===== config.mk =====
export PLATFORM = sky130hd
export DESIGN_NAME = hnorm_fifo
export DESIGN_NICKNAME = d
export VERILOG_FILES = /design/src/rtl/hnorm_pkg.sv /design/src/rtl/hnorm_fifo.sv
export SDC_FILE = /design/constraint.sdc
export NUM_CORES = 1
export LEC_CHECK = 0
export BUFFER_PORTS_ARGS = -buffer_cell sky130_fd_sc_hd__clkbuf_2
export CAP_MARGIN = 20
export CORE_ASPECT_RATIO = 1.25
export CORE_MARGIN = 3
export CORE_UTILIZATION = 51
export DETAILED_ROUTE_END_ITERATION = 6
export PLACE_DENSITY = 0.75
export SLEW_MARGIN = 20
export SYNTH_ARGS = -nofsm -noshare
export SYNTH_HDL_FRONTEND = slang
export SYNTH_SLANG_ARGS = --single-unit

===== constraint.sdc =====
create_clock -name i_clk -period 2.34 [get_ports i_clk]
set_clock_uncertainty 0.15 [all_clocks]
set_input_delay 0 -clock i_clk [delete_from_list [all_inputs] [get_ports i_clk]]
set_output_delay 0 -clock i_clk [all_outputs]
set_load 0.01 [all_outputs]

===== src/rtl/hnorm_pkg.sv =====
// Shared types and constants of the heightmap normal generator.
package hnorm_pkg;

    localparam int GREY_W  = 8;
    localparam int MH_W    = 4;
    localparam int GS_W    = 9;
    localparam int CO_W    = 8;
    localparam int AB_W    = 13;
    localparam int SQ_W    = 24;
    localparam int S_W     = 25;
    localparam int FRAC    = 30;
    localparam int NUM_W   = SQ_W + FRAC;
    localparam int ACC_W   = 60;
    localparam int Q_W     = 15;
    localparam int NX_W    = 16;
    localparam int IT_W    = 4;
    localparam int Q_DEPTH = 4;

    localparam logic [SQ_W-1:0]  Z_SQ     = SQ_W'(260100);
    localparam logic [Q_W-1:0]   Q_ONE    = Q_W'(16384);
    localparam logic [IT_W-1:0]  IT_LAST  = IT_W'(Q_W - 1);
    localparam logic [GS_W-1:0]  GS_RESET = GS_W'(256);
    localparam logic [MH_W-1:0]  MH_RESET = MH_W'(3);

    localparam logic CFG_GRID = 1'b0;
    localparam logic CFG_MAXH = 1'b1;

    typedef struct packed {
        logic signed [AB_W-1:0] a;
        logic signed [AB_W-1:0] b;
        logic [CO_W-1:0]        col;
        logic [CO_W-1:0]        row;
        logic                   last;
    } t_job;

    typedef enum logic [2:0] {
        F_IDLE, F_RD2, F_RD3, F_P0, F_P1, F_P2
    } t_fstate;

    typedef enum logic [2:0] {
        B_IDLE, B_SQ, B_LD, B_IT, B_OUT
    } t_bstate;

endpackage


===== src/rtl/hnorm_fifo.sv =====
// Short job queue between the row front end and the normal engine.
module hnorm_fifo #(
    parameter int DEPTH = 4
) (
    input  logic              i_clk,
    input  logic              i_rst_n,
    input  logic              i_push,
    input  hnorm_pkg::t_job   i_data,
    output logic              o_ready,
    input  logic              i_pop,
    output logic              o_valid,
    output hnorm_pkg::t_job   o_data
);
    localparam int PW = (DEPTH > 1) ? $clog2(DEPTH) : 1;
    localparam int CW = $clog2(DEPTH + 1);

    hnorm_pkg::t_job r_mem [DEPTH];
    logic [PW-1:0]   r_wp;
    logic [PW-1:0]   r_rp;
    logic [CW-1:0]   r_cnt;
    logic            do_push;
    logic            do_pop;

    assign o_ready = (r_cnt != CW'(DEPTH));
    assign o_valid = (r_cnt != '0);
    assign o_data  = r_mem[r_rp];
    assign do_push = i_push && o_ready;
    assign do_pop  = i_pop && o_valid;

    always_ff @(posedge i_clk) begin
        if (do_push) begin
            r_mem[r_wp] <= i_data;
        end
    end

    always_ff @(posedge i_clk) begin
        if (!i_rst_n) begin
            r_wp  <= '0;
            r_rp  <= '0;
            r_cnt <= '0;
        end else begin
            if (do_push) begin
                r_wp <= (r_wp == PW'(DEPTH - 1)) ? '0 : r_wp + 1'b1;
            end
            if (do_pop) begin
                r_rp <= (r_rp == PW'(DEPTH - 1)) ? '0 : r_rp + 1'b1;
            end
            if (do_push && !do_pop) begin
                r_cnt <= r_cnt + 1'b1;
            end else if (do_pop && !do_push) begin
                r_cnt <= r_cnt - 1'b1;
            end
        end
    end

    a_cnt_bound: assert property (@(posedge i_clk) disable iff (!i_rst_n)
        r_cnt <= CW'(DEPTH))
        else $error("queue count overflow");
    a_no_underrun: assert property (@(posedge i_clk) disable iff (!i_rst_n)
        i_pop |-> r_cnt != '0)
        else $error("pop from empty queue");
endmodule


Word-level counts from Yosys, hierarchy flattened
Memories as Yosys holds them, arrays and structs flattened. A register that Yosys moved wholly into a read port is not among the register bits.
Cells that the tools add are included.

storage, ports and cells
  logic and storage cells = 27
  bits of input ports = 47
  bits in writable memories = 172
  output and inout bits = 45
  memories kept = 1
  register bits after elaboration = 7

operators by class
  reductions and logical operators = 8
  muxes and demuxes = 8
  add/sub/neg operators = 4
  equality and inequality tests = 3

memories
  name   words  width  rd ports  clocked after Yosys merged registers in  wr ports  line              text
  r_mem  4      43     1         1                                        1         hnorm_fifo.sv:17  hnorm_pkg::t_job r_mem [DEPTH];

operators by type and width
  cell                                                                 count
  2-bit 2-to-1 mux                                                     4
  3-bit 2-to-1 mux                                                     2
  2-bit by 1-bit adder with 2-bit output (second input constant)       2
  2-bit == test (second input constant)                                2
  1-bit logical AND                                                    4
  3-bit by 1-bit adder with 3-bit output (second input constant)       1
  3-bit inequality test (second input constant)                        1
  3-bit nonzero test                                                   1
  3-bit by 1-bit subtractor with 3-bit output (second input constant)  1
  1-bit logical NOT                                                    2
  1-bit 2-to-1 mux                                                     2
  2-bit nonzero test                                                   1

Logic depth before layout (Yosys ltp)
Gate-level depths: netlist of run 1.

  depth after elaboration = 6
  gate-level depth with buffers = 9
  mapped depth without buffers = 8

Worst setup path before layout of run 1
Ideal clock, no wire load.

  kind = register -> register
  from = register r_cnt[0]
  to = register r_cnt[2]
  slack = -0.014 ns
  required time = 2.114 ns
  arrival time = 2.128 ns
  path buffers = 0
  stages on the path, launching flop included = 8
  period minus slack after synthesis = 2.354 ns
  setup time = 0.076 ns
  path through = dfxtp_1 -> o31ai_1 -> ha_1 -> inv_1 -> fa_1 -> xor2_1 -> or3_2 -> a21boi_0

between the ends
  cells in the longest elaborated chain, start to end = 5
  elaborated cells on any way between the ends = 13
  those cells by class = add/sub: 2; eq/ne: 1; mux: 2; reduce/logical: 8

ends and longest elaborated chain
  what                                                                                 line              text
  start: declaration                                                                   hnorm_fifo.sv:20  logic [CW-1:0] r_cnt;
  start signal: assignment                                                             hnorm_fifo.sv:49  r_cnt <= r_cnt + 1'b1;
  start signal: assignment                                                             hnorm_fifo.sv:51  r_cnt <= r_cnt - 1'b1;
  branches (longest 5 deep; another with 3-bit by 1-bit subtractor with 3-bit output)  --

Parallel ways; which one is timed is not known. The select of a mux whose other input is x is not followed.
A chain may end at the register's enable or synchronous reset.

Final worst setup path of run 1
  from = register r_cnt[2]
  to = register r_cnt[2]

between the ends
  cells in the longest elaborated chain, start to end = 5
  elaborated cells on any way between the ends = 13
  those cells by class = add/sub: 2; eq/ne: 1; mux: 2; reduce/logical: 8

ends and longest elaborated chain
  what                          line              text
  3-bit inequality test (*)     hnorm_fifo.sv:24  assign o_ready = (r_cnt != CW'(DEPTH));
  1-bit logical AND (*)         hnorm_fifo.sv:27  assign do_push = i_push && o_ready;
  named net do_push             hnorm_fifo.sv:21  logic do_push;
  1-bit logical NOT             hnorm_fifo.sv:50  end else if (do_pop && !do_push) begin
  1-bit logical AND             hnorm_fifo.sv:50
  2-bit nonzero test (no line)  --

Mark *: on every way through the listed nets, which the timed path passes. The rest lies on a longest branch. The select of a mux whose other input is x is not followed.

==> results of run 1 <==
## sequential cells by signal (all words and copies together) (netlist names), named ones only
name	cells
r_cnt	3
r_rp	2
r_wp	2
r_mem	172
## routing by layer
metal  share of wire [%]  vias up  track usage (%)
met1                  39     1699             20.9
met4                 1.9        0             5.89
met2                  55       76             30.2
met3                 4.7       15             6.26
li1                    -     1482                -
met5                   0        -                0
## worst register-to-register path, stage by stage, from the launching register on
cell	delay [ns]
dfxtp_2	0.37
or3b_4	0.39
and2_4	0.19
ha_4	0.17
inv_1	0.08
fa_2	0.19
xor2_1	0.07
or3_2	0.42
a21boi_1	0.13
## final timing paths
kind	from	endpoint	cells after the start
setup / recovery	r_cnt[2]	r_cnt[2]	8
hold / removal	i_data[3]	r_mem[0][3]	2
setup reg to reg	r_cnt[2]	r_cnt[2]	8
hold reg to reg	r_wp[1]	r_wp[1]	2
## synthesized netlist by cell type
master and n:
and2_1 1, nand4_1 1, mux2i_1 2, xor2_1 1, nand3_1 2, o31ai_1 1, and3_2 4, a21boi_0 1
or3b_1 1, nor2b_1 1, o21ai_1 1, dfxtp_1 9, xnor2_1 1, fa_1 1, nand2_1 5, buf_2 2
o21ai_0 3, edfxtp_1 172, mux4_2 43, ha_1 6, inv_1 3, and2_4 1, buf_4 4, clkbuf_1 5
buf_6 1, nor2_1 2, or3_2 2
## power groups by stage
| stage | Combinational [W] | Clock, W | Sequential, W |
|---|---|---|---|
| 2_1_floorplan | 0.00126 | 0 | 0.00408 |
| 3_3_place_gp | 0.00188 | 0 | 0.00413 |
| 4_1_cts | 0.00201 | 0.00269 | 0.00411 |
| 3_5_place_dp | 0.00193 | 0 | 0.00416 |
| 5_1_grt | 0.00217 | 0.00281 | 0.00415 |
| 6_report | 0.00200 | 0.00263 | 0.00411 |
## cell families after synthesis
logic type	Yosys count	share of synthesized area (%)
adder cells (fa/ha/maj)	7	1.42
AO/OA/AOI/OAI	6	0.524
AND/OR/NAND/NOR	20	1.76
XOR/XNOR	2	0.262
flip-flops	181	80.0
buffers and inverters	15	1.22
multiplexers	45	14.8
## per-stage QoR
step	power [W]	util, %	TNS (ns)
CTS	0.00881	66.0	0
floorplan	0.00534	-	0
detailed placement	0.00609	58.0	-0.106
global placement	0.00601	58.0	0
global route	0.00913	66.2	0
finish	0.00873	66.2	0
## timing repair
item	in CTS	in global routing
setup buffers	0	0
hold buffers	47	0
pin swaps	0	1
hold endpoints to repair	181	0
resized for setup	4	6
endpoints found under the setup margin	1	1
## area by class of cell
cell class,count,share of cell area [%]
clock buffers,19,5.12
clock inverters,11,1.33
inverters,3,0.133
multi-input cells,80,15.2
flip-flops and latches,181,63.3
well taps,168,2.48
repair buffers,153,12.4
==> flow_summary.toml, run 1 <==
[outcome]
status = "completed"

[cells_and_area]
finalNonFillerCells = 615
drive_gt1_share_pct = 42.7
regArea_mm2 = 0.00536
syn_to_final_growth_pct = 26.6
multiInputGateArea_mm2 = 0.00128
layout_commonest_cell = "edfxtp_1"
layout.nets = 490
num_antenna_cells = 0
finalInstanceArea_mm2 = 0.00846
final_cell_mix = "172 x edfxtp_1, 91 x clkbuf_2, 47 x dlygate4sd3_1, 43 x mux4_2, 17 x clkbuf_16"
fill_cells = 859

[yosys]
yosys_register_bits = 181
ys.warnings.count = 0
synth_area_leaders = "edfxtp_1 77%, mux4_2 14%, dfxtp_1 2.7%"
synth_top_area_cell = "edfxtp_1"
avgSynthCellArea_um2 = 24.2
synth_cell_types = 27
syn-cell-area_mm2 = 0.00668
synth_top_cell_area_share_pct = 77.3
syn_inst = 276
ys_seq_area_share_pct = 80.0
syn_nets = 330

[sta]
drv_slew = 0
worst_slack_ns = 0.0959
whs_ns = 0.193
min_period_ns = 2.24
fin_crit_sh_pct = 95.9
rsz0062_at_grt = "no"
finalHoldViolCount = 0
max_freq_ghz = 0.446
setup_viol = 0
worstMarginPinSlew_ns = 0.623
timing.slew.headroom_pct = 58.4

[grt]
grt_overflow_total = 0
antenna_found_initial = 0
grt_pass1_vias = 3539
grt_usage_pct = 17.7
grt_max_degree = 44
grt_first_pass_wirelength_um = 18700

[flow_run]
drv_cap = 0

[die]
start_util_pct = 52.3
io_pins = 92
dieHeight_um = 134
row_count = 46
coreArea_mm2 = 0.0128
dieArea_mm2 = 0.0145
die_w_um = 108

[clocking]
clkTransAtPathRegs_ns = 0.06
cts.htree.levels = 4
cts_tree = "yes"
cts_buffers = 17
cts_root_buf = "clkbuf_16"
clk_path_buf_depth = 2
clock_latency_ns = 0.41
clock_sinks = 181

[setup_path]
critPathTopFamily = "simple AND/OR/NAND/NOR gates"
path_class = "flip-flop to flip-flop"
path_cells = "or3b_4 > and2_4 > ha_4 > inv_1 > fa_2 > xor2_1 > or3_2 > a21boi_1"
arrival_ns = 2.43
path_max_fanout = 5
r2r_slack_ns = 0.1
critical_path_required_ns = 2.53
worst-path-buf-inv = 1
cp_slowest_stage_delay_ns = 0.42
slowest_stage = "or3_2"
end_kind = "flip-flop"
cp-start-kind = "flip-flop"

[power]
power_density_mw_per_mm2 = 1030
ir_drop_v = 0.000623
combPwrFrac_pct = 22.9
clockPowerShare_pct = 30.1
p_seq_share_pct = 47.0
swShare_pct = 25.5
p_leak_nw = 2.93
p_switching_w = 0.00223
p_int_w = 0.00651

[place]
dpl_cell_area_mm2 = 0.00741
dp_hpwl_um = 7220
place_congestion = 0.750
dp_cells = 538
io_buffers = 91
place_ws_ns = -0.106

[routing]
drc = 0
viasPerCell = 5.32
antenna_left = 0
wire_per_inst_um = 19.3
drt_wl_total_um = 11900
dr.pass1.iters = 4
num_vias = 3272
drtIter0Drc = 167

[min_path]
hp-class = "input port to flip-flop"
Note: power is estimated with default switching activity, not from simulation.
==> run 2: changes to the inputs <==
--- a/config.mk
+++ b/config.mk
@@ -9,10 +9,9 @@
 export CAP_MARGIN = 20
 export CORE_ASPECT_RATIO = 1.25
 export CORE_MARGIN = 3
-export CORE_UTILIZATION = 51
+export CORE_UTILIZATION = 57
 export DETAILED_ROUTE_END_ITERATION = 6
-export PLACE_DENSITY = 0.75
-export SLEW_MARGIN = 20
+export PLACE_DENSITY = 0.79
 export SYNTH_ARGS = -nofsm -noshare
 export SYNTH_HDL_FRONTEND = slang
 export SYNTH_SLANG_ARGS = --single-unit
==> constraint.sdc (replaced) <==
create_clock -name i_clk -period 2.51 [get_ports i_clk]
set_clock_uncertainty 0.15 [all_clocks]
set_input_delay 0 -clock i_clk [delete_from_list [all_inputs] [get_ports i_clk]]
set_output_delay 0 -clock i_clk [all_outputs]
set_load 0.01 [all_outputs]
==> run 2 against run 1 <==
  * First-iteration DRC count up 34%
  * Cell area up 0.43%
  * Largest power group unchanged
  * Global-route usage up 2.6 points
  * Cell count down 5.7%
  * Non-clock buffer count down 5
  * Utilization up 9.0 points
  * Routed wire length up 4.6%
  * Die area down 10%
  * Via count up 1.2%
  * Sequential cell count unchanged
==> flow_summary.toml, run 2 (synthesis results as in run 1) <==
[cells_and_area]
layout_commonest_cell = "edfxtp_1"
top_register = "r_mem"
finalInstanceArea_mm2 = 0.00850
fill_cells = 614
drive_gt1_share_pct = 40.5
layout.nets = 485
reg_top3 = "r_mem x172, r_cnt x3"
syn_to_final_growth_pct = 27.2
largest_reg_flops = 172
final_cell_mix = "172 x edfxtp_1, 91 x clkbuf_2, 48 x dlygate4sd3_1, 43 x mux4_2, 17 x clkbuf_16"

[power]
p_seq_share_pct = 45.8
ir_drop_v = 0.000674
p_int_w = 0.00636
clockPowerShare_pct = 32.9
p_leak_nw = 2.97
power_density_mw_per_mm2 = 993
p_switching_w = 0.00208
combPwrFrac_pct = 21.3
p_total_w = 0.00844
swShare_pct = 24.6

[place]
place_congestion = 0.686
dpl_cell_area_mm2 = 0.00734
io_buffers = 91
dp_hpwl_um = 6960

[sta]
worstMarginPinSlew_ns = 0.751
drv_slew = 0
min_period_ns = 2.41
timing.slew.headroom_pct = 49.9
tns_ns = 0
fin_crit_sh_pct = 95.9
finalHoldViolCount = 0
setup_viol = 0
rsz0062_at_grt = "no"
max_freq_ghz = 0.416

[clocking]
cts_buffers = 17
clock_sinks = 181
clkTransAtPathRegs_ns = 0.06
post-cts-setup-buffers = 0
clock_latency_ns = 0.41
cts_root_buf = "clkbuf_16"
cts.htree.levels = 4
clk_path_buf_depth = 2
cts_tree = "yes"

[setup_path]
critPathTopFamily = "simple AND/OR/NAND/NOR gates"
critical_path_required_ns = 2.70
path_class = "flip-flop to flip-flop"
end_kind = "flip-flop"
cp_slowest_stage_delay_ns = 0.41
path_max_fanout = 7
slowest_stage = "or3_2"
path_cells = "or3b_4 > and2_4 > ha_1 > inv_1 > fa_1 > xor2_1 > or3_2 > a21boi_0"
worst-path-buf-inv = 1
arrival_ns = 2.60
cp-start-kind = "flip-flop"

[die]
coreArea_mm2 = 0.0113
start_util_pct = 59.1
dieHeight_um = 127
die_w_um = 103
io_pins = 92
row_count = 43
dieArea_mm2 = 0.0131

[grt]
grt_max_degree = 44
grt_usage_pct = 20.3
grt_first_pass_wirelength_um = 19000
met2_usage_pct = 32.1
busiest_layer = "met2"
gr-usage-met3_pct = 4.59
grt_pass1_vias = 3515
antenna_found_initial = 0
grt_overflow_total = 0
gr-usage-met1_pct = 26.8

[routing]
viasPerCell = 5.71
wire_per_inst_um = 21.4
drtIter0Drc = 224
dr.pass1.iters = 6
antenna_left = 0
num_vias = 3311
drc = 0
drt_wl_total_um = 12400

[min_path]
hp-class = "input port to flip-flop"

[outcome]
status = "completed"

[flow_run]
drv_cap = 0
## run 2: changes by cell type in the layout (fill, tap and decap cells not counted), sizes merged, moves of 3 or more
| cell | change |
|---|---|
| bufinv | +3 |
| buf | -6 |
| clkbuf | +3 |
| clkinvlp | -3 |
## run 2: per-stage QoR
step | util [%] | std cells | worst slack (ns) | hold slack [ns]
2_1_floorplan | - | 276 | 0.156 | -0.0511
3_3_place_gp | 64.5 | 495 | 0.165 | 0.0643
3_5_place_dp | 64.9 | 497 | 0.0514 | 0.0705
4_1_cts | 74.7 | 577 | 0.0315 | 0.178
5_1_grt | 75.2 | 579 | 0.0182 | 0.195
6_report | 75.2 | 580 | 0.104 | 0.199
## run 2: worst paths after layout
| path | from | endpoint | slack (ns) | cells after the start |
|---|---|---|---|---|
| min reg2reg | r_wp[1] | r_wp[1] | 0.35 | 2 |
| max | r_cnt[2] | r_cnt[2] | 0.10 | 8 |
| max reg2reg | r_cnt[2] | r_cnt[2] | 0.10 | 8 |
| min | i_data[0] | r_mem[3][0] | 0.20 | 2 |
## run 2: timing repair
action / 4_1_cts / 5_1_grt
endpoints found under the hold margin: 181 / 0
endpoints found under the setup margin: 0 / 1
gates resized for setup: 0 / 3
hold buffers: 48 / 0
## run 2: area by class of cell
cell class / count / area, µm² / area share [%]
Multi-Input combinational cell: 80 / 1260 / 14.8
Inverter: 3 / 11.3 / 0.133
Tap cell: 135 / 169 / 1.99
Clock inverter: 10 / 179 / 2.11
Antenna cell: 1 / 2.50 / 0.0295
Timing Repair Buffer: 148 / 1080 / 12.7
Sequential cell: 181 / 5350 / 63.0
Clock buffer: 22 / 444 / 5.23
## run 2: power groups by stage
stage | clock network [W] | logic [W] | registers, W
finish | 0.00278 | 0.00179 | 0.00387
global route | 0.00294 | 0.00194 | 0.00391
CTS | 0.00280 | 0.00180 | 0.00387
detailed placement | 0 | 0.00172 | 0.00392
global placement | 0 | 0.00164 | 0.00391
floorplan | 0 | 0.00117 | 0.00380
## run 2: per-layer routing
| layer | wire length [µm] | vias up | part of all wire (%) |
|---|---|---|---|
| met5 | 0 | - | 0 |
| met4 | 406 | 0 | 3.3 |
| met3 | 530 | 32 | 4.3 |
| met2 | 6520 | 104 | 52 |
| met1 | 4970 | 1700 | 40 |
| li1 | - | 1475 | - |
