## config.mk

```make
export PLATFORM = sky130hd
export DESIGN_NAME = hnorm_back_flat
export DESIGN_NICKNAME = d
export VERILOG_FILES = /design/src/rtl/hnorm_pkg.sv /design/src/rtl/hnorm_out_if.sv /design/src/rtl/hnorm_unit.sv /design/src/rtl/hnorm_back.sv /design/src/flat_wrapper.sv
export SDC_FILE = /design/constraint.sdc
export NUM_CORES = 2
export LEC_CHECK = 0
export ABC_AREA = 1
export BUFFER_PORTS_ARGS = -buffer_cell sky130_fd_sc_hd__buf_2
export CORE_ASPECT_RATIO = 0.5
export CORE_MARGIN = 2
export CORE_UTILIZATION = 60
export DETAILED_ROUTE_END_ITERATION = 10
export PLACE_DENSITY = 0.77
export SLEW_MARGIN = 0
export SYNTH_ARGS = -nofsm -noshare
export SYNTH_HDL_FRONTEND = slang
export SYNTH_SLANG_ARGS = --single-unit
```

## constraint.sdc

```tcl
create_clock -name i_clk -period 11.3 [get_ports i_clk]
set_clock_uncertainty 0.1 [all_clocks]
set_input_delay 2.26 -clock i_clk [delete_from_list [all_inputs] [get_ports i_clk]]
set_output_delay 2.26 -clock i_clk [all_outputs]
set_load 0.02 [all_outputs]
```

## src/rtl/hnorm_pkg.sv

```systemverilog
// Shared types and constants of the heightmap normal generator.
package hnorm_pkg;

    localparam int GREY_W  = 8;
    localparam int MH_W    = 4;
    localparam int GS_W    = 9;
    localparam int CO_W    = 8;
    localparam int AB_W    = 13;
    localparam int SQ_W    = 24;
    localparam int S_W     = 25;
    localparam int FRAC    = 30;
    localparam int NUM_W   = SQ_W + FRAC;
    localparam int ACC_W   = 60;
    localparam int Q_W     = 15;
    localparam int NX_W    = 16;
    localparam int IT_W    = 4;
    localparam int Q_DEPTH = 4;

    localparam logic [SQ_W-1:0]  Z_SQ     = SQ_W'(260100);
    localparam logic [Q_W-1:0]   Q_ONE    = Q_W'(16384);
    localparam logic [IT_W-1:0]  IT_LAST  = IT_W'(Q_W - 1);
    localparam logic [GS_W-1:0]  GS_RESET = GS_W'(256);
    localparam logic [MH_W-1:0]  MH_RESET = MH_W'(3);

    localparam logic CFG_GRID = 1'b0;
    localparam logic CFG_MAXH = 1'b1;

    typedef struct packed {
        logic signed [AB_W-1:0] a;
        logic signed [AB_W-1:0] b;
        logic [CO_W-1:0]        col;
        logic [CO_W-1:0]        row;
        logic                   last;
    } t_job;

    typedef enum logic [2:0] {
        F_IDLE, F_RD2, F_RD3, F_P0, F_P1, F_P2
    } t_fstate;

    typedef enum logic [2:0] {
        B_IDLE, B_SQ, B_LD, B_IT, B_OUT
    } t_bstate;

endpackage

```

## src/rtl/hnorm_out_if.sv

```systemverilog
// Result channel carrying unit normals with their grid position.
interface hnorm_out_if;
    logic                               valid;
    logic                               ready;
    logic signed [hnorm_pkg::NX_W-1:0]  norm_x;
    logic signed [hnorm_pkg::NX_W-1:0]  norm_y;
    logic [hnorm_pkg::Q_W-1:0]          norm_z;
    logic [hnorm_pkg::CO_W-1:0]         col;
    logic [hnorm_pkg::CO_W-1:0]         row;
    logic                               last;
    modport source (output valid, output norm_x, output norm_y, output norm_z,
                    output col, output row, output last, input ready);
    modport sink (input valid, input norm_x, input norm_y, input norm_z,
                  input col, input row, input last, output ready);
endinterface

```

## src/rtl/hnorm_unit.sv

```systemverilog
// Bit-serial search of one Q1.14 normal magnitude: largest q with (2q-1)^2*s <= num.
module hnorm_unit (
    input  logic                            i_clk,
    input  logic                            i_load,
    input  logic                            i_step,
    input  logic [hnorm_pkg::NUM_W-1:0]     i_num,
    input  logic [hnorm_pkg::S_W-1:0]       i_s,
    output logic [hnorm_pkg::Q_W-1:0]       o_q
);
    localparam int AW = hnorm_pkg::ACC_W;
    localparam int K0 = hnorm_pkg::Q_W - 1;

    // r_p = x^2*s, r_a = s*x << (k+2), r_b = s << (2k+2), x = 2q-1
    logic signed [AW-1:0]        r_p;
    logic signed [AW-1:0]        r_a;
    logic signed [AW-1:0]        r_b;
    logic [hnorm_pkg::Q_W-1:0]   r_q;
    logic [hnorm_pkg::Q_W-1:0]   r_bit;
    logic signed [AW-1:0]        s_x;
    logic signed [AW-1:0]        cand;
    logic signed [AW-1:0]        a_upd;
    logic                        take;

    always_comb begin
        s_x   = $signed(AW'(i_s));
        cand  = r_p + r_a + r_b;
        take  = !r_q[K0] && (cand <= $signed(AW'(i_num)));
        a_upd = take ? (r_a + (r_b <<< 1)) : r_a;
    end

    always_ff @(posedge i_clk) begin
        if (i_load) begin
            r_p   <= s_x;
            r_a   <= -(s_x <<< (K0 + 2));
            r_b   <= s_x <<< (2 * K0 + 2);
            r_q   <= '0;
            r_bit <= hnorm_pkg::Q_ONE;
        end else if (i_step) begin
            if (take) begin
                r_p <= cand;
                r_q <= r_q | r_bit;
            end
            r_a   <= a_upd >>> 1;
            r_b   <= r_b >>> 2;
            r_bit <= r_bit >> 1;
        end
    end

    assign o_q = r_q;
endmodule

```

## src/rtl/hnorm_back.sv

```systemverilog
// Normal engine: squares, three magnitude searches and the result register.
module hnorm_back (
    input  logic              i_clk,
    input  logic              i_rst_n,
    input  hnorm_pkg::t_job   i_job,
    input  logic              i_job_valid,
    output logic              o_job_pop,
    hnorm_out_if.source       o_rsp
);
    localparam int FR = hnorm_pkg::FRAC;

    hnorm_pkg::t_bstate              r_state, n_state;
    hnorm_pkg::t_job                 r_job;
    logic [hnorm_pkg::SQ_W-1:0]      r_a2, r_b2;
    logic [hnorm_pkg::IT_W-1:0]      r_it;
    logic                            r_ovalid;
    logic signed [hnorm_pkg::NX_W-1:0] r_nx, r_ny;
    logic [hnorm_pkg::Q_W-1:0]       r_nz;
    logic [hnorm_pkg::CO_W-1:0]      r_col, r_row;
    logic                            r_last;

    logic signed [2*hnorm_pkg::AB_W-1:0] a_sq, b_sq;
    logic [hnorm_pkg::S_W-1:0]       s_sum;
    logic                            load, step, out_load;
    logic [hnorm_pkg::Q_W-1:0]       qx, qy, qz;

    assign a_sq  = r_job.a * r_job.a;
    assign b_sq  = r_job.b * r_job.b;
    assign s_sum = hnorm_pkg::S_W'(r_a2) + hnorm_pkg::S_W'(r_b2)
                 + hnorm_pkg::S_W'(hnorm_pkg::Z_SQ);

    hnorm_unit u_x (.i_clk(i_clk), .i_load(load), .i_step(step),
        .i_num({r_a2, {FR{1'b0}}}), .i_s(s_sum), .o_q(qx));
    hnorm_unit u_y (.i_clk(i_clk), .i_load(load), .i_step(step),
        .i_num({r_b2, {FR{1'b0}}}), .i_s(s_sum), .o_q(qy));
    hnorm_unit u_z (.i_clk(i_clk), .i_load(load), .i_step(step),
        .i_num({hnorm_pkg::Z_SQ, {FR{1'b0}}}), .i_s(s_sum), .o_q(qz));

    always_ff @(posedge i_clk) begin
        if (!i_rst_n) begin
            r_state <= hnorm_pkg::B_IDLE;
        end else begin
            r_state <= n_state;
        end
    end

    always_comb begin
        n_state   = r_state;
        o_job_pop = 1'b0;
        load      = 1'b0;
        step      = 1'b0;
        out_load  = 1'b0;
        unique case (r_state)
            hnorm_pkg::B_IDLE: begin
                if (i_job_valid) begin
                    o_job_pop = 1'b1;
                    n_state   = hnorm_pkg::B_SQ;
                end
            end
            hnorm_pkg::B_SQ: n_state = hnorm_pkg::B_LD;
            hnorm_pkg::B_LD: begin
                load    = 1'b1;
                n_state = hnorm_pkg::B_IT;
            end
            hnorm_pkg::B_IT: begin
                step = 1'b1;
                if (r_it == hnorm_pkg::IT_LAST) begin
                    n_state = hnorm_pkg::B_OUT;
                end
            end
            hnorm_pkg::B_OUT: begin
                if (!r_ovalid || o_rsp.ready) begin
                    out_load = 1'b1;
                    n_state  = hnorm_pkg::B_IDLE;
                end
            end
            default: n_state = hnorm_pkg::B_IDLE;
        endcase
    end

    always_ff @(posedge i_clk) begin
        if (o_job_pop) begin
            r_job <= i_job;
        end
        if (r_state == hnorm_pkg::B_SQ) begin
            r_a2 <= a_sq[hnorm_pkg::SQ_W-1:0];
            r_b2 <= b_sq[hnorm_pkg::SQ_W-1:0];
        end
        if (out_load) begin
            r_nx   <= r_job.a[hnorm_pkg::AB_W-1] ? -hnorm_pkg::NX_W'(qx)
                                                 : hnorm_pkg::NX_W'(qx);
            r_ny   <= r_job.b[hnorm_pkg::AB_W-1] ? -hnorm_pkg::NX_W'(qy)
                                                 : hnorm_pkg::NX_W'(qy);
            r_nz   <= qz;
            r_col  <= r_job.col;
            r_row  <= r_job.row;
            r_last <= r_job.last;
        end
    end

    always_ff @(posedge i_clk) begin
        if (!i_rst_n) begin
            r_it     <= '0;
            r_ovalid <= 1'b0;
        end else begin
            if (load) begin
                r_it <= '0;
            end else if (step) begin
                r_it <= r_it + 1'b1;
            end
            if (out_load) begin
                r_ovalid <= 1'b1;
            end else if (o_rsp.ready) begin
                r_ovalid <= 1'b0;
            end
        end
    end

    assign o_rsp.valid  = r_ovalid;
    assign o_rsp.norm_x = r_nx;
    assign o_rsp.norm_y = r_ny;
    assign o_rsp.norm_z = r_nz;
    assign o_rsp.col    = r_col;
    assign o_rsp.row    = r_row;
    assign o_rsp.last   = r_last;

    a_unit_range: assert property (@(posedge i_clk) disable iff (!i_rst_n)
        r_state == hnorm_pkg::B_OUT |-> (qx <= hnorm_pkg::Q_ONE && qy <= hnorm_pkg::Q_ONE
                                         && qz <= hnorm_pkg::Q_ONE))
        else $error("normal component above one");
endmodule

```

## src/flat_wrapper.sv

```systemverilog
// flat-port wrapper written by rule: the top's interface ports become plain ports
module hnorm_back_flat 
  (i_clk, i_rst_n, i_job, i_job_valid, o_job_pop, o_rsp_valid, o_rsp_norm_x, o_rsp_norm_y, o_rsp_norm_z, o_rsp_col, o_rsp_row, o_rsp_last, o_rsp_ready);
  hnorm_out_if o_rsp_i ();
  input  logic i_clk;
  input  logic i_rst_n;
  input  hnorm_pkg::t_job i_job;
  input  logic i_job_valid;
  output logic o_job_pop;
  output wire logic [$bits(o_rsp_i.valid)-1:0] o_rsp_valid;
  output wire logic [$bits(o_rsp_i.norm_x)-1:0] o_rsp_norm_x;
  output wire logic [$bits(o_rsp_i.norm_y)-1:0] o_rsp_norm_y;
  output wire logic [$bits(o_rsp_i.norm_z)-1:0] o_rsp_norm_z;
  output wire logic [$bits(o_rsp_i.col)-1:0] o_rsp_col;
  output wire logic [$bits(o_rsp_i.row)-1:0] o_rsp_row;
  output wire logic [$bits(o_rsp_i.last)-1:0] o_rsp_last;
  input wire logic [$bits(o_rsp_i.ready)-1:0] o_rsp_ready;
  assign o_rsp_valid = o_rsp_i.valid;
  assign o_rsp_norm_x = o_rsp_i.norm_x;
  assign o_rsp_norm_y = o_rsp_i.norm_y;
  assign o_rsp_norm_z = o_rsp_i.norm_z;
  assign o_rsp_col = o_rsp_i.col;
  assign o_rsp_row = o_rsp_i.row;
  assign o_rsp_last = o_rsp_i.last;
  assign o_rsp_i.ready = o_rsp_ready;
  hnorm_back u_core (.i_clk(i_clk), .i_rst_n(i_rst_n), .i_job(i_job), .i_job_valid(i_job_valid), .o_job_pop(o_job_pop), .o_rsp(o_rsp_i));
endmodule
```

# After elaboration in Yosys (flattened, before gate mapping)
# Cells that the tools add are included.
[op_classes] addsub=15 multipliers=2 n_div=0 order_cmp=3 n_eq_ne=8 shifts=0 muxes=38 bitwise_logic=4 n_reduce_logical=22
[op_table] operator="$mux 60" count=9
[op_table] operator="$mux 55" count=6
[op_table] operator="$mux 25" count=9
[op_table] operator="$add 60x56->60" count=3
[op_table] operator="$add 60x57->60" count=3
[op_table] operator="$add 60x60->60" count=3
[op_table] operator="$le 60x55->1" count=2
[op_table] operator="$le 60x49->1 const B" count=1
[op_table] operator="$neg 41->60" count=1
[op_table] operator="$mul 13x13->24" count=2
[op_table] operator="$or 15x15->15" count=3
[op_table] operator="$neg 15->16" count=2
[op_table] operator="$mux 15" count=2
[op_table] operator="$add 24x24->25" count=1
[op_table] operator="$add 25x18->25 const B" count=1
[op_table] operator="$pmux 3 s5" count=1
[op_table] operator="$reduce_and 2->1" count=6
[op_table] operator="$reduce_bool 2->1" count=5
[op_table] operator="$mux 3" count=3
[op_table] operator="$mux 1" count=8
[op_table] operator="$eq 3x2->1 const B" count=2
[op_table] operator="$add 4x1->4 const B" count=1
[op_table] operator="$eq 4x4->1 const B" count=1
[op_table] operator="$logic_not 1->1" count=4
[op_table] operator="other kinds (10)" count=13
[word_totals] ff_bits=778 latchBits=0 ram_bits=0 rom_bits=0 inputBits=47 output_inout_bits=66 n_memories=0

# Logic depth before layout (Yosys ltp)
[logic_depth] ltp_word=7 depth_mapped=38

# By module
# Synthesis repeated with hierarchy kept, for this count alone.
[hier_totals] cells_unflattened=10817 hier_area_um2=77829.6
[modules_own_cells] module="hnorm_unit at u_core.u_z" n_inst=1 cells_per_inst=2943 area_per_inst_um2=19715.2 seq_area_each_um2=5205.0
[modules_own_cells] module="hnorm_unit at u_core.u_y" n_inst=1 cells_per_inst=2942 area_per_inst_um2=19692.6 seq_area_each_um2=5205.0
[modules_own_cells] module="hnorm_unit at u_core.u_x" n_inst=1 cells_per_inst=2877 area_per_inst_um2=19538.7 seq_area_each_um2=5205.0
[modules_own_cells] module="hnorm_back" n_inst=1 cells_per_inst=2055 area_per_inst_um2=18883.1 seq_area_each_um2=4754.6

# Worst setup path before layout
# Ideal clock, no wire load.
[synth_timing] path_kind="input -> register" startpoint="input port o_rsp_ready" endpoint="register u_core.r_col, in the netlist u_core.o_rsp.col[0], enable pin" arrival_ns=8.363 required_ns=10.556 slack_ns=2.193 cell_stages=2 cell_sequence="nor2_1 nor4_1"
[synth_via] elab_chain_len=3
[synth_lines] item="from (decl)" line="flat_wrapper.sv:17" text="input wire logic [$bits(o_rsp_i.ready)-1:0] o_rsp_ready;"
[synth_lines] item="$logic_or 1x1->1" line="hnorm_back.sv:72" text="if (!r_ovalid || o_rsp.ready) begin"
[synth_lines] item="$mux 1" line="hnorm_back.sv:72"
[synth_lines] item="$mux 1" line="hnorm_back.sv:53" text="unique case (r_state)"
[synth_lines] item="via u_core.out_load" line="hnorm_back.sv:24" text="logic load, step, out_load;"
[synth_lines] item="to (signal assigned)" line="hnorm_back.sv:95" text="r_col <= r_job.col;"
[synth_lines] item="to (decl)" line="hnorm_back.sv:19" text="logic [hnorm_pkg::CO_W-1:0] r_col, r_row;"
# The timed path passes the listed nets, and every way through them passes these cells.
# A chain may end at the register's enable or synchronous reset.

# Worst setup path in the final report
[layout_timing] startpoint="register u_core.u_x.r_b[8]" endpoint="register u_core.u_x.r_p[21], enable pin"
[layout_via] elab_chain_len=5
[layout_lines] item="from (decl)" line="hnorm_unit.sv:16" text="logic signed [AW-1:0] r_b;"
[layout_lines] item="from (signal assigned)" line="hnorm_unit.sv:35" text="r_b <= s_x <<< (2 * K0 + 2);"
[layout_lines] item="from (signal assigned)" line="hnorm_unit.sv:44" text="r_b <= r_b >>> 2;"
[layout_lines] item="$add 60x56->60" line="hnorm_unit.sv:26" text="cand = r_p + r_a + r_b;"
[layout_lines] item="via u_core.u_x.cand[42]" line="hnorm_unit.sv:20" text="logic signed [AW-1:0] cand;"
[layout_lines] item="$le 60x55->1" line="hnorm_unit.sv:27" text="take = !r_q[K0] && (cand <= $signed(AW'(i_num)));"
[layout_lines] item="$logic_and 1x1->1" line="hnorm_unit.sv:27"
[layout_lines] item="$reduce_bool 2->1 (no line)"
[layout_lines] item="$reduce_and 2->1 (no line)"
[layout_lines] item="to (signal assigned)" line="hnorm_unit.sv:40" text="r_p <= cand;"
[layout_lines] item="to (decl)" line="hnorm_unit.sv:14" text="logic signed [AW-1:0] r_p;"
# The timed path passes the listed nets, and every way through them passes these cells.

==> impl_metrics.yaml <==
floorplan:
  ios: 113
  core-area_um2: 113000
  initial_core_util_pct: 60.7
  die_w_um: 482
  fp.dieH_um: 243
  die_area_um2: 117000
  fp-row-count: 87
sta:
  relSlewSlack_pct: 14.6
  fin_crit_ps: 7740
  hold_viol: 0
  finalMaxSlewViolations: 0
  fmax_ghz: 0.129
  finalSetupTns_ps: 0
  tightest_slew_ps: 1280
  setup_viol: 0
  grt_setup_unrepaired: "false"
  fin_crit_sh_pct: 68.5
global_route:
  grt_pass1_vias: 61800
  grt_max_degree: 142
  antenna_found_initial: 19
  grt_pass1_wl_um: 379000
  grt-ovfl-total: 0
  grt.total_usage_pct: 43.1
placement:
  gp_congestion: 1.08
  dp_hpwl_um: 203000
  io_buffers: 112
synthesis:
  ys_ff_latch: 636
  ys_warn_count: 0
  synth_nets: 10600
  async_flop_share_pct: 0
  ys_seq_area_share_pct: 24.8
  ys_types: 60
  syn_area_um2: 68700
  synth-edff-count: 433
  syn_inst: 9580
  synth_top_flop_cell: "edfxtp_1"
  avgSynthCellArea_um2: 7.17
setup_path:
  worstPathMaxFanout: 56
  criticalPathCategory: "flop to flop"
  cp_common_cell: "nand2_1"
  worstSetupStartpointType: "flop"
  max_stage_delay_ps: 900
  arrival_ps: 7950
  cp_slowest_cell: "dfxtp_1"
  end_kind: "flop"
  critPathRequiredTime_ps: 11510
hold_path:
  hp-class: "flop to flop"
clocking:
  cts_buffers: 67
  post-cts-setup-buffers: 0
  clkTransAtPathRegs_ps: 70
  cts_buffer_depth: 3
  cts_max_level: 3
  cts.sinks: 636
  cts_resized: 0
  cts_root_buf: "clkbuf_16"
  cts_tree: "built"
  clkLatencyLatePin_ps: 720
  cts-hold-fix-buffers: 0
final_layout:
  synthToLayoutAreaGrowth_pct: 6.73
  multi_input_area_um2: 44000
  register_area_um2: 17100
  drive_gt1_share_pct: 4.08
  final_common_cell: "nand2_1"
  fin_nets: 10700
  layout_common_cells: "nand2_1 (2,542), inv_1 (1,759), nor2_1 (943)"
  nFillCells: 10200
detailed_routing:
  drt_iter0_drc: 7746
  wl_per_cell_um: 22.8
  avgViaCountPerCell: 5.85
  dr.pass1.iters: 6
  wl_um: 256000
  drc: 0
  num_vias: 65700
  ant_nets: 0
outcome:
  outcome: "complete, no violations"
job:
  max_cap_violations: 0
layer usage:
| layer | wire, µm | share of wire (%) | GRT usage (%) |
|---|---|---|---|
| met5 | 271 | 0.11 | 0 |
| met4 | 14600 | 5.7 | 20.4 |
| met3 | 33300 | 13 | 13.9 |
| met2 | 105000 | 41 | 62.6 |
| met1 | 102000 | 40 | 58.2 |
logic make-up after synthesis:
| logic type | synth area share [%] |
|---|---|
| and+or+nand+nor | 26.3 |
| buffers and inverters | 11.2 |
| AOI/OAI and AO/OA | 9.53 |
| adders and majority gates | 23.4 |
| DFF | 24.8 |
| xor gates and xnor gates | 4.73 |
sequential cells by signal (all words and copies together), names as in the netlist, 16 cells and up:
signal and cells:
u_core.u_z.r_a 60, u_core.u_x.r_b 30, u_core.u_x.r_a 60, u_core.u_z.r_b 25, u_core.u_x.r_p 60, u_core.u_z.r_p 60
u_core.u_y.r_p 60, u_core.r_job 43, u_core.o_rsp.norm_y 16, u_core.r_a2 23, u_core.r_b2 23, u_core.o_rsp.norm_x 16
u_core.u_y.r_a 60
synthesized netlist by cell type, types with 38 or more instances:
cell type,n,area (µm²)
a21o_1,50,375
o22ai_1,41,257
clkbuf_1,103,387
a31oi_1,51,319
nand3_1,560,2800
ha_1,579,7240
nor2_1,947,3550
dfxtp_1,203,4060
edfxtp_1,433,13000
inv_1,1761,6610
o21ai_0,333,1670
fa_1,441,8830
o21bai_1,49,368
nor3_1,77,385
nand4_1,133,832
a21oi_1,549,2750
nand2_1,2543,9550
xor2_1,217,1900
xnor2_1,154,1350
buf_2,38,190
final timing paths:
| kind | from | endpoint | slack [ps] | cells past startpoint |
|---|---|---|---|---|
| max | u_core.u_x.r_b[8] | u_core.u_x.r_p[21] | 3560 | 34 |
| min | u_core.r_job[13] | u_core.o_rsp.col[4] | 320 | 0 |
| max reg2reg | u_core.u_x.r_b[8] | u_core.u_x.r_p[21] | 3560 | 34 |
| min reg2reg | u_core.r_job[13] | u_core.o_rsp.col[4] | 320 | 0 |
final cells by class:
type,instances,area share [%]
clock buffers,88,2.49
multi-input cells,6965,60.0
well taps,1513,2.58
inverters,1787,9.17
repair buffers,198,1.70
flip-flops and latches,636,23.3
clock inverters,35,0.746
diodes,9,0.0307
metrics by stage:
| step | cells | cell area (µm²) | hold slack (ps) | utilization (%) | setup slack, ps |
|---|---|---|---|---|---|
| after floorplan | 9580 | 68700 | 300 | - | 2190 |
| after global placement | 11100 | 70900 | 300 | 62.7 | 4130 |
| after detailed placement | 11100 | 70900 | 305 | 62.7 | 3840 |
| after CTS | 11200 | 73300 | 322 | 64.8 | 3820 |
| after global routing | 11200 | 73300 | 327 | 64.8 | 3200 |
| final | 11200 | 73300 | 322 | 64.8 | 3560 |
critical path, delay by kind of cell (launching register included):
family                     cells  cell delay (ps)
AOI/OAI and AO/OA              1              270
xor gates and xnor gates       1              190
adders and majority gates      3             1180
buffers and inverters          4              850
and+or+nand+nor               25             3800
DFF                            1              900
Power is not shown: default switching activity piles up to over one toggle a cycle in this logic, so the estimate is an artifact.
